## src/sv/arw_pkg.sv

```systemverilog
// Shared types, constants and helper functions for the anti-replay window block.
`default_nettype none

package arw_pkg;

    localparam int unsigned WIN_BITS = 64;
    localparam int unsigned SEQ_W    = 64;
    localparam int unsigned LIMIT_W  = 32;
    localparam int unsigned CNT_W    = 7;
    localparam int unsigned IDX_W    = 6;

    typedef logic signed [SEQ_W-1:0] seq_t;
    typedef logic [WIN_BITS-1:0]     mask_t;
    typedef logic [LIMIT_W-1:0]      limit_t;
    typedef logic [CNT_W-1:0]        cnt_t;
    typedef logic [IDX_W-1:0]        idx_t;

    localparam limit_t LIMIT_RESET = 32'd1048576;

    localparam logic OP_INIT   = 1'b0;
    localparam logic OP_VERIFY = 1'b1;

    function automatic cnt_t count_ones(input mask_t v);
        cnt_t n;
        n = '0;
        for (int i = 0; i < WIN_BITS; i++)
        begin
            n = n + cnt_t'(v[i]);
        end
        return n;
    endfunction

endpackage

`default_nettype wire

```

## src/sv/arw_if.sv

```systemverilog
// Handshake channel interfaces for requests, results and the limit register write.
`default_nettype none

interface arw_req_if;
    logic              valid;
    logic              ready;
    logic              op;
    arw_pkg::seq_t     seq;

    modport source (output valid, output op, output seq, input ready);
    modport sink   (input valid, input op, input seq, output ready);
endinterface

interface arw_rsp_if;
    logic              valid;
    logic              ready;
    logic              accepted;
    arw_pkg::seq_t     window_start;
    arw_pkg::cnt_t     received_count;

    modport source (output valid, output accepted, output window_start,
                    output received_count, input ready);
    modport sink   (input valid, input accepted, input window_start,
                    input received_count, output ready);
endinterface

interface arw_cfg_if;
    logic              valid;
    logic              ready;
    arw_pkg::limit_t   data;

    modport source (output valid, output data, input ready);
    modport sink   (input valid, input data, output ready);
endinterface

`default_nettype wire

```

## src/sv/anti_replay_window.sv

```systemverilog
// Top level: sliding 64-entry anti-replay window check.
//
//   channel  dir  fields                                   handshake
//   req      in   op, seq                                  valid/ready
//   rsp      out  accepted, window_start, received_count   valid/ready
//   cfg      in   data (forward_limit)                     valid/ready
//
// One request per cycle sustained while rsp is ready; a result is valid once its
// request has passed the input register and then the result register (window
// update and popcount). The window state is updated in that same step, so
// consecutive requests see each other.
// Reset clears the window base, the seen mask and both valid flags; forward_limit
// returns to 1048576. A stalled rsp holds back the input only once both are full.
`default_nettype none

module anti_replay_window (
    input  wire logic    clk,
    input  wire logic    rst_n,
    arw_req_if.sink      req,
    arw_rsp_if.source    rsp,
    arw_cfg_if.sink      cfg
);

    // pipeline control
    logic s0_valid_reg, s0_valid_next;
    logic s1_valid_reg, s1_valid_next;
    logic s1_ready, s0_ready;
    logic req_fire, s1_take;

    // stage payloads
    logic            s0_op_reg;
    arw_pkg::seq_t   s0_seq_reg;
    logic            s1_acc_reg, s1_acc_next;
    arw_pkg::mask_t  s1_base_reg;
    arw_pkg::cnt_t   s1_cnt_reg, s1_cnt_next;

    // window state
    arw_pkg::mask_t  base_reg, base_next;
    arw_pkg::mask_t  mask_reg, mask_next;
    arw_pkg::limit_t limit_reg;

    // verify datapath
    arw_pkg::mask_t  diff;
    arw_pkg::limit_t delta;
    arw_pkg::limit_t shift;
    arw_pkg::mask_t  shifted;
    arw_pkg::mask_t  adv_base;
    logic [arw_pkg::CNT_W-1:0] back;
    arw_pkg::idx_t   bit_idx;
    logic            in_range, far, hit, ok;

    assign s1_ready  = !s1_valid_reg || rsp.ready;
    assign s0_ready  = !s0_valid_reg || s1_ready;

    assign req_fire = req.valid && s0_ready;
    assign s1_take  = s0_valid_reg && s1_ready;

    assign req.ready = s0_ready;
    assign cfg.ready = 1'b1;

    always_comb
    begin
        diff     = arw_pkg::mask_t'(s0_seq_reg) - base_reg;
        delta    = diff[arw_pkg::LIMIT_W-1:0];
        in_range = (diff[arw_pkg::WIN_BITS-1:arw_pkg::LIMIT_W] == '0) && (delta != '0)
                   && (delta < limit_reg);
        far      = delta > arw_pkg::limit_t'(arw_pkg::WIN_BITS);
        shift    = delta - arw_pkg::limit_t'(arw_pkg::WIN_BITS);
        adv_base = base_reg + arw_pkg::mask_t'(shift);
        if (!far)
        begin
            shifted = mask_reg;
        end
        else if (shift[arw_pkg::LIMIT_W-1:arw_pkg::IDX_W] != '0)
        begin
            shifted = '0;
        end
        else
        begin
            shifted = mask_reg << shift[arw_pkg::IDX_W-1:0];
        end
        back    = arw_pkg::cnt_t'(arw_pkg::WIN_BITS) - delta[arw_pkg::CNT_W-1:0];
        bit_idx = far ? '0 : back[arw_pkg::IDX_W-1:0];
        hit     = shifted[bit_idx];
        ok      = in_range && !hit;

        base_next   = base_reg;
        mask_next   = mask_reg;
        s1_acc_next = 1'b0;
        if (s0_op_reg == arw_pkg::OP_INIT)
        begin
            base_next = arw_pkg::mask_t'(s0_seq_reg);
            mask_next = '0;
        end
        else if (ok)
        begin
            base_next   = far ? adv_base : base_reg;
            mask_next   = shifted | (arw_pkg::mask_t'(1) << bit_idx);
            s1_acc_next = 1'b1;
        end
        s1_cnt_next = arw_pkg::count_ones(mask_next);
    end

    always_comb
    begin
        s0_valid_next = req_fire ? 1'b1 : (s1_take ? 1'b0 : s0_valid_reg);
        s1_valid_next = s1_take ? 1'b1 : ((s1_valid_reg && rsp.ready) ? 1'b0
                                                                     : s1_valid_reg);
    end

    always_ff @(posedge clk or negedge rst_n)
    begin
        if (!rst_n)
        begin
            s0_valid_reg <= 1'b0;
            s1_valid_reg <= 1'b0;
            base_reg     <= '0;
            mask_reg     <= '0;
            limit_reg    <= arw_pkg::LIMIT_RESET;
        end
        else
        begin
            s0_valid_reg <= s0_valid_next;
            s1_valid_reg <= s1_valid_next;
            if (s1_take)
            begin
                base_reg <= base_next;
                mask_reg <= mask_next;
            end
            if (cfg.valid)
            begin
                limit_reg <= cfg.data;
            end
        end
    end

    always_ff @(posedge clk)
    begin
        if (req_fire)
        begin
            s0_op_reg  <= req.op;
            s0_seq_reg <= req.seq;
        end
        if (s1_take)
        begin
            s1_acc_reg  <= s1_acc_next;
            s1_base_reg <= base_next;
            s1_cnt_reg  <= s1_cnt_next;
        end
    end

    assign rsp.valid          = s1_valid_reg;
    assign rsp.accepted       = s1_acc_reg;
    assign rsp.window_start   = arw_pkg::seq_t'(s1_base_reg);
    assign rsp.received_count = s1_cnt_reg;

`ifndef SYNTHESIS
    a_acc_nonempty: assert property (@(posedge clk) disable iff (!rst_n)
        rsp.valid && rsp.accepted |-> rsp.received_count != '0)
        else $error("accepted result with empty mask");

    a_reject_holds: assert property (@(posedge clk) disable iff (!rst_n)
        s1_take && s0_op_reg == arw_pkg::OP_VERIFY && !ok
        |=> $stable(base_reg) && $stable(mask_reg))
        else $error("rejected request changed window state");

    a_init_clears: assert property (@(posedge clk) disable iff (!rst_n)
        s1_take && s0_op_reg == arw_pkg::OP_INIT |=> mask_reg == '0)
        else $error("init did not clear mask");
`endif

endmodule

`default_nettype wire
```

## src/flat_wrapper.sv

```systemverilog
// flat-port wrapper written by rule: the top's interface ports become plain ports
module anti_replay_window_flat 
  (clk, rst_n, req_valid, req_op, req_seq, req_ready, rsp_valid, rsp_accepted, rsp_window_start, rsp_received_count, rsp_ready, cfg_valid, cfg_data, cfg_ready);
  arw_req_if req_i ();
  arw_rsp_if rsp_i ();
  arw_cfg_if cfg_i ();
  input  wire logic clk;
  input  wire logic rst_n;
  input wire logic [$bits(req_i.valid)-1:0] req_valid;
  input wire logic [$bits(req_i.op)-1:0] req_op;
  input wire logic [$bits(req_i.seq)-1:0] req_seq;
  output wire logic [$bits(req_i.ready)-1:0] req_ready;
  output wire logic [$bits(rsp_i.valid)-1:0] rsp_valid;
  output wire logic [$bits(rsp_i.accepted)-1:0] rsp_accepted;
  output wire logic [$bits(rsp_i.window_start)-1:0] rsp_window_start;
  output wire logic [$bits(rsp_i.received_count)-1:0] rsp_received_count;
  input wire logic [$bits(rsp_i.ready)-1:0] rsp_ready;
  input wire logic [$bits(cfg_i.valid)-1:0] cfg_valid;
  input wire logic [$bits(cfg_i.data)-1:0] cfg_data;
  output wire logic [$bits(cfg_i.ready)-1:0] cfg_ready;
  assign req_i.valid = req_valid;
  assign req_i.op = req_op;
  assign req_i.seq = req_seq;
  assign req_ready = req_i.ready;
  assign rsp_valid = rsp_i.valid;
  assign rsp_accepted = rsp_i.accepted;
  assign rsp_window_start = rsp_i.window_start;
  assign rsp_received_count = rsp_i.received_count;
  assign rsp_i.ready = rsp_ready;
  assign cfg_i.valid = cfg_valid;
  assign cfg_i.data = cfg_data;
  assign cfg_ready = cfg_i.ready;
  anti_replay_window u_core (.clk(clk), .rst_n(rst_n), .req(req_i), .rsp(rsp_i), .cfg(cfg_i));
endmodule
```

## config.mk

```make
export PLATFORM = sky130hd
export DESIGN_NAME = anti_replay_window_flat
export DESIGN_NICKNAME = d
export VERILOG_FILES = /design/src/sv/arw_pkg.sv /design/src/sv/arw_if.sv /design/src/sv/anti_replay_window.sv /design/src/flat_wrapper.sv
export SDC_FILE = /design/constraint.sdc
export NUM_CORES = 1
export LEC_CHECK = 0
export ABC_CLOCK_PERIOD_IN_PS = 12300
export BUFFER_PORTS_ARGS = -buffer_cell sky130_fd_sc_hd__buf_2
export CAP_MARGIN = 15
export CORE_MARGIN = 1.5
export CORE_UTILIZATION = 46
export CTS_CLUSTER_DIAMETER = 60
export DETAILED_ROUTE_END_ITERATION = 7
export PLACE_DENSITY_LB_ADDON = 0.12
export SLEW_MARGIN = 20
export SYNTH_ARGS = -nofsm -noshare
export SYNTH_HDL_FRONTEND = slang
export SYNTH_SLANG_ARGS = --single-unit
```

## constraint.sdc

```tcl
create_clock -name clk -period 12.3 [get_ports clk]
set_clock_uncertainty 0.1 [all_clocks]
set_input_delay 1.845 -clock clk [delete_from_list [all_inputs] [get_ports clk]]
set_output_delay 1.845 -clock clk [all_outputs]
set_load 0.01 [all_outputs]
```

==> impl_metrics.tcl, run 1 <==
set metrics [dict create \
    status "finished, final reports clean" \
    critPathMostFrequentCell "fa_1" \
    min_path_type "register to register" \
    synth_largest_area_cell "edfxtp_1" \
    grtUsageMet2_pct 54.1 \
    power_mw 8.80 \
    cpPeakStageDelay_ns 0.63 \
    final_common_cell "nand2_1" \
    finalHoldViolCount 0 \
    fillerInstances 6232 \
    cp_data_required_time_ns 12.54 \
    numPortBuffers 175 \
    tightest_slew_ns 1.13 \
    layout-drive-gt1-share_pct 14.9 \
    finalMaxSlewViolations 0 \
    clockPowerShare_pct 14.0 \
    top_usage_layer "met2" \
    cap_viol_max_count 0 \
    synth_flop_cell "dfrtp_1" \
    num_rows 94 \
    critPathBufInv 6 \
    synth-seq-cells 299 \
    drt_wl_total_microns 122000 \
    clk_pin_slew_ns 0.06 \
    grt_pass1_wl_microns 183000 \
    asyncSetResetFlopFracSynth_pct 54.2 \
    grt_pass1_vias 28708 \
    synth_nets 3959 \
    multi_input_area_sq_um 20600 \
    arrival_ns 12.06 \
    globalRouteMet1Util_pct 49.0 \
    ys_top_cells_by_area "edfxtp_1 (14%), dfrtp_1 (13%), ha_1 (5.8%), mux4_2 (5.6%), nand2_1 (5.5%)" \
    critPathLaunchType "register" \
    crit_type "register to register" \
    synth_edf_count 137 \
    seq_power_share_pct 17.6 \
    drc 0 \
    core_sq_um 65500 \
    holdWs_ns 0.418 \
    numCtsBuffers 42 \
    ir_worst_vdd_mv 0.316 \
    fin_crit_sh_pct 96.1 \
    cts_tree "yes" \
    synthToLayoutAreaGrowth_pct 12.1 \
    ant_nets 0 \
    seq_area_sq_um 8170 \
    yosysUniqueCellTypes 103 \
    cts_root_buffer "clkbuf_16" \
    grt_start_max_net_pins 103 \
    clockBufferDepth 3 \
    switching_share_pct 50.6 \
    min_period_ns 11.82 \
    num_antenna_cells 0 \
    max_freq_mhz 84.6 \
    ys_seq_area_share_pct 26.9 \
    fp.dieH_microns 260 \
    p_switching_mw 4.45 \
    grt_overflow 0 \
    synthesis.area_sq_um 30400 \
    yosysWarnings 0 \
    grt_usage_pct 35.4 \
    htree_num_levels 2 \
    clock_sinks 299 \
    wire_per_inst_microns 26.2 \
    setup_viol 0 \
    relSlewSlack_pct 24.5 \
    met3_usage_pct 6.28 \
    cp-end-kind "register" \
    place_congestion 1.04 \
    start_util_pct 46.4 \
    power_leakage_nw 13.7 \
    via_per_inst 6.65 \
    netlist.area_leader.share_pct 13.5 \
    drt_pre_antenna_iters 7 \
    die_x_microns 260 \
    cp_slowest_cell "fa_1" \
    clk-insertion-delay-late_ns 0.61 \
    worstPathMaxFanout 8 \
    final_nets 4054 \
    dieArea_sq_um 67600 \
    pin_count 177 \
    synthCells 3660 \
    antenna_found_initial 5 \
    power_density_nw_per_um2 258 \
    vias 30951 \
    crit_family "adder cells" \
    share_comb_of_total_power_pct 68.4 \
    p_int_mw 4.35 \
    dp_hpwl_microns 92000 \
    final_cell_mix "nand2_1 (443), nor2_1 (286), inv_1 (226)" \
    synth.avg_cell_area_sq_um 8.30 \
    initialDrtViolationCount 3912 \
]
[what timing repair did]
item                                    in CTS  in global routing
endpoints found under the setup margin       0                  6
buffers inserted                             0                  7
resized for setup                            0                 46
hold buffers                                 0                  0
hold endpoints to repair                     0                  0
[path summary, 6_finish.rpt]
check                               startpoint                            to  slack [ns]  cells after the start
max                        u_core.base_reg[11]  u_core.rsp.received_count[6]        0.48                     41
min reg2reg                u_core.limit_reg[0]           u_core.limit_reg[0]        0.42                      1
min in group asynchronous                rst_n           u_core.mask_reg[59]        1.14                      1
min                        u_core.limit_reg[0]           u_core.limit_reg[0]        0.42                      1
max reg2reg                u_core.base_reg[11]  u_core.rsp.received_count[6]        0.48                     41
max in group asynchronous                rst_n           u_core.base_reg[13]        9.61                      2
[kinds of logic after synthesis]
kind of cell / count (synthesis) / synth area share (%)
AO/OA/AOI/OAI: 1031 / 23.1
XOR/XNOR: 100 / 2.88
adder cells (fa/ha/maj): 198 / 9.53
buffers and inverters: 489 / 6.27
flip-flops: 299 / 26.9
multiplexers: 227 / 10.7
other: 1 / 0.0123
AND/OR/NAND/NOR: 1315 / 20.7
[metrics by stage]
stage	utilization (%)	cells	TNS (ns)	setup slack [ns]	instance area (sq um)
2_1_floorplan	-	3660	0	0.451	30400
3_3_place_gp	49.5	4567	0	0.438	32400
3_5_place_dp	49.5	4567	0	0.221	32400
4_1_cts	51.6	4645	0	0.204	33800
5_1_grt	52.0	4653	-0.00412	-0.00412	34100
6_report	52.0	4653	0	0.477	34100
[metal layers]
metal	part of all wire, %	up-vias
met3	9.0	355
met5	0.021	-
li1	-	13876
met1	42	14986
met2	44	1730
met4	5.1	4
[power by group through the flow]
| stage | sequential, mW | clock, mW | combinational, mW |
|---|---|---|---|
| 2_1_floorplan | 1.46 | 0 | 4.12 |
| 3_3_place_gp | 1.55 | 0 | 5.83 |
| 3_5_place_dp | 1.55 | 0 | 5.87 |
| 4_1_cts | 1.53 | 1.25 | 5.90 |
| 5_1_grt | 1.56 | 1.29 | 6.57 |
| 6_report | 1.55 | 1.23 | 6.02 |
[cells in the mapped netlist (99+ instances only)]
cell type	count
o21ai_0	166
clkbuf_1	189
nand2_1	445
mux2i_1	130
dfrtp_1	161
edfxtp_1	137
nand3_1	114
ha_1	141
inv_1	229
nor3_1	99
nor2_1	287
a21oi_1	215
[area by class of cell]
cell class	count	area share, %
Clock inverter	25	0.749
Tap cell	864	3.17
Multi-Input combinational cell	2872	60.5
Inverter	233	2.59
Sequential cell	299	24.0
Clock buffer	53	3.35
Timing Repair Buffer	307	5.65
No activity file was read; power rests on OpenSTA's default activity.
==> run 2, diff against run 1 <==
- CORE_MARGIN: 1.5 -> 5
- PLACE_DENSITY: unset -> 0.66
- PLACE_DENSITY_LB_ADDON: 0.12 -> unset
==> run 2 against run 1 <==
Compared with the run above: critical path depth grew 1; clock-buffer cell count grew 1; sequential cell count is the same.
==> impl_metrics.tcl, run 2 (synthesis gave the netlist of run 1 again) <==
set metrics [dict create \
    status "finished, final reports clean" \
    cts_root_buffer "clkbuf_16" \
    place_congestion 1.04 \
    pin_count 177 \
    grt_usage_pct 32.8 \
    fp.dieH_microns 267 \
    startpoint "u_core.s0_seq_reg[11]" \
    finalMaxSlewViolations 0 \
    fillerInstances 6314 \
    endpoint "u_core.rsp.received_count[6]" \
    finalHoldViolCount 0 \
    hold_buffers 0 \
    layout-drive-gt1-share_pct 15.3 \
    final_common_cell "nand2_1" \
    drt_wl_total_microns 121000 \
    worst-r2r-setup-slack_ns 0.55 \
    wire_per_inst_microns 26.0 \
    grt_pass1_wl_microns 182000 \
    final_nets 4062 \
    drc 0 \
    max_freq_mhz 85.1 \
    clk-insertion-delay-late_ns 0.60 \
    fin_crit_sh_pct 95.5 \
    clockBufferDepth 3 \
    drt_pre_antenna_iters 7 \
    clock_sinks 299 \
    dp_hpwl_microns 90000 \
    power_leakage_nw 13.7 \
    die_x_microns 267 \
    arrival_ns 11.98 \
    tns_ns 0 \
    htree_num_levels 2 \
    synthToLayoutAreaGrowth_pct 12.5 \
    final_cell_mix "nand2_1 (441), nor2_1 (285), inv_1 (227)" \
    dieArea_sq_um 71300 \
    pre_cts_slack_ns 0.234 \
    core_sq_um 65600 \
    cap_viol_max_count 0 \
    instances_no_fill 4663 \
    vias 30995 \
    min_path_type "register to register" \
    grt_pass1_vias 29048 \
    cts_tree "yes" \
    numPortBuffers 175 \
    r2r-end "u_core.rsp.received_count[6]" \
    num_rows 94 \
    cp_data_required_time_ns 12.54 \
    worstPathMaxFanout 9 \
    crit_type "register to register" \
    cpPeakStageDelay_ns 0.59 \
    grt_start_max_net_pins 160 \
    path_depth 42 \
    power_density_nw_per_um2 262 \
    crit_family "adder cells" \
    dpl_cell_area_sq_um 32400 \
    ff2ff_path_depth 42 \
    critPathMostFrequentCell "fa_1" \
    via_per_inst 6.65 \
    ir_worst_vdd_mv 0.311 \
    ant_nets 0 \
    critPathBufInv 6 \
    numCtsBuffers 43 \
    utilization_pct 52.1 \
    grt_overflow 0 \
    dpl.cell_count 4575 \
    cp-end-kind "register" \
    initialDrtViolationCount 3866 \
    setup_viol 0 \
    design_area_sq_um 34200 \
    rsz0062_at_grt "no" \
    cp_slowest_cell "fa_2" \
    relSlewSlack_pct 31.6 \
    critPathLaunchType "register" \
    antenna_found_initial 1 \
    start_util_pct 46.3 \
    clk_pin_slew_ns 0.06 \
    timing.rr.start "u_core.s0_seq_reg[11]" \
    tightest_slew_ns 1.02 \
    min_period_ns 11.75 \
    setup_slack_ns 0.555 \
]
[run 2: worst min-delay path by stage]
stage / from / endpoint / slack [ns] / cells after the start
floorplan: u_core.s0_valid_reg / u_core.rsp.valid / 0.36 / 1
global placement: u_core.s0_seq_reg[6] / u_core.base_reg[6] / 0.40 / 2
detailed placement: u_core.s0_seq_reg[6] / u_core.base_reg[6] / 0.41 / 2
CTS: u_core.s0_seq_reg[6] / u_core.base_reg[6] / 0.42 / 2
global route: u_core.s0_seq_reg[6] / u_core.base_reg[6] / 0.45 / 2
finish: u_core.s0_seq_reg[8] / u_core.base_reg[8] / 0.42 / 2
[run 2: final cells by class]
cell class	instances	area, sq um	area share (%)
multi-input cells	2872	20600	60.3
flip-flops and latches	299	8170	23.9
repair buffers	314	1950	5.70
clock buffers	54	1190	3.48
well taps	864	1080	3.16
inverters	233	882	2.58
clock inverters	26	288	0.842
diodes	1	2.50	0.00732
[run 2: per-layer routing]
layer	share of wire, %	global-route usage (%)
met1	41	45.8
met2	44	51.0
met3	9.4	5.60
met4	5.0	13.5
met5	0.011	0
[run 2: worst register-to-register path: cells and delay by family (launching register included)]
kind            cells  cell delay (ns)
compound gates     12             2.12
flops               1             0.44
simple gates       11             2.84
fa+ha+maj          13             5.41
buf+inv             6             0.56
[run 2: report_power, final]
group          leakage, nW  switching (mW)  internal, mW
registers             3.31           0.254          1.30
logic                 9.73            3.70          2.41
clock network        0.709           0.525         0.763
total                 13.7            4.48          4.47
[run 2: repair_timing]
item	4_1_cts	5_1_grt
resized for setup	0	56
endpoints found under the setup margin	0	6
setup buffers	0	7
[run 2: through the flow]
stage	hold slack (ns)	power (mW)
2_1_floorplan	0.357	5.58
3_3_place_gp	0.400	7.39
3_5_place_dp	0.409	7.41
4_1_cts	0.422	8.78
5_1_grt	0.451	9.61
6_report	0.420	8.95
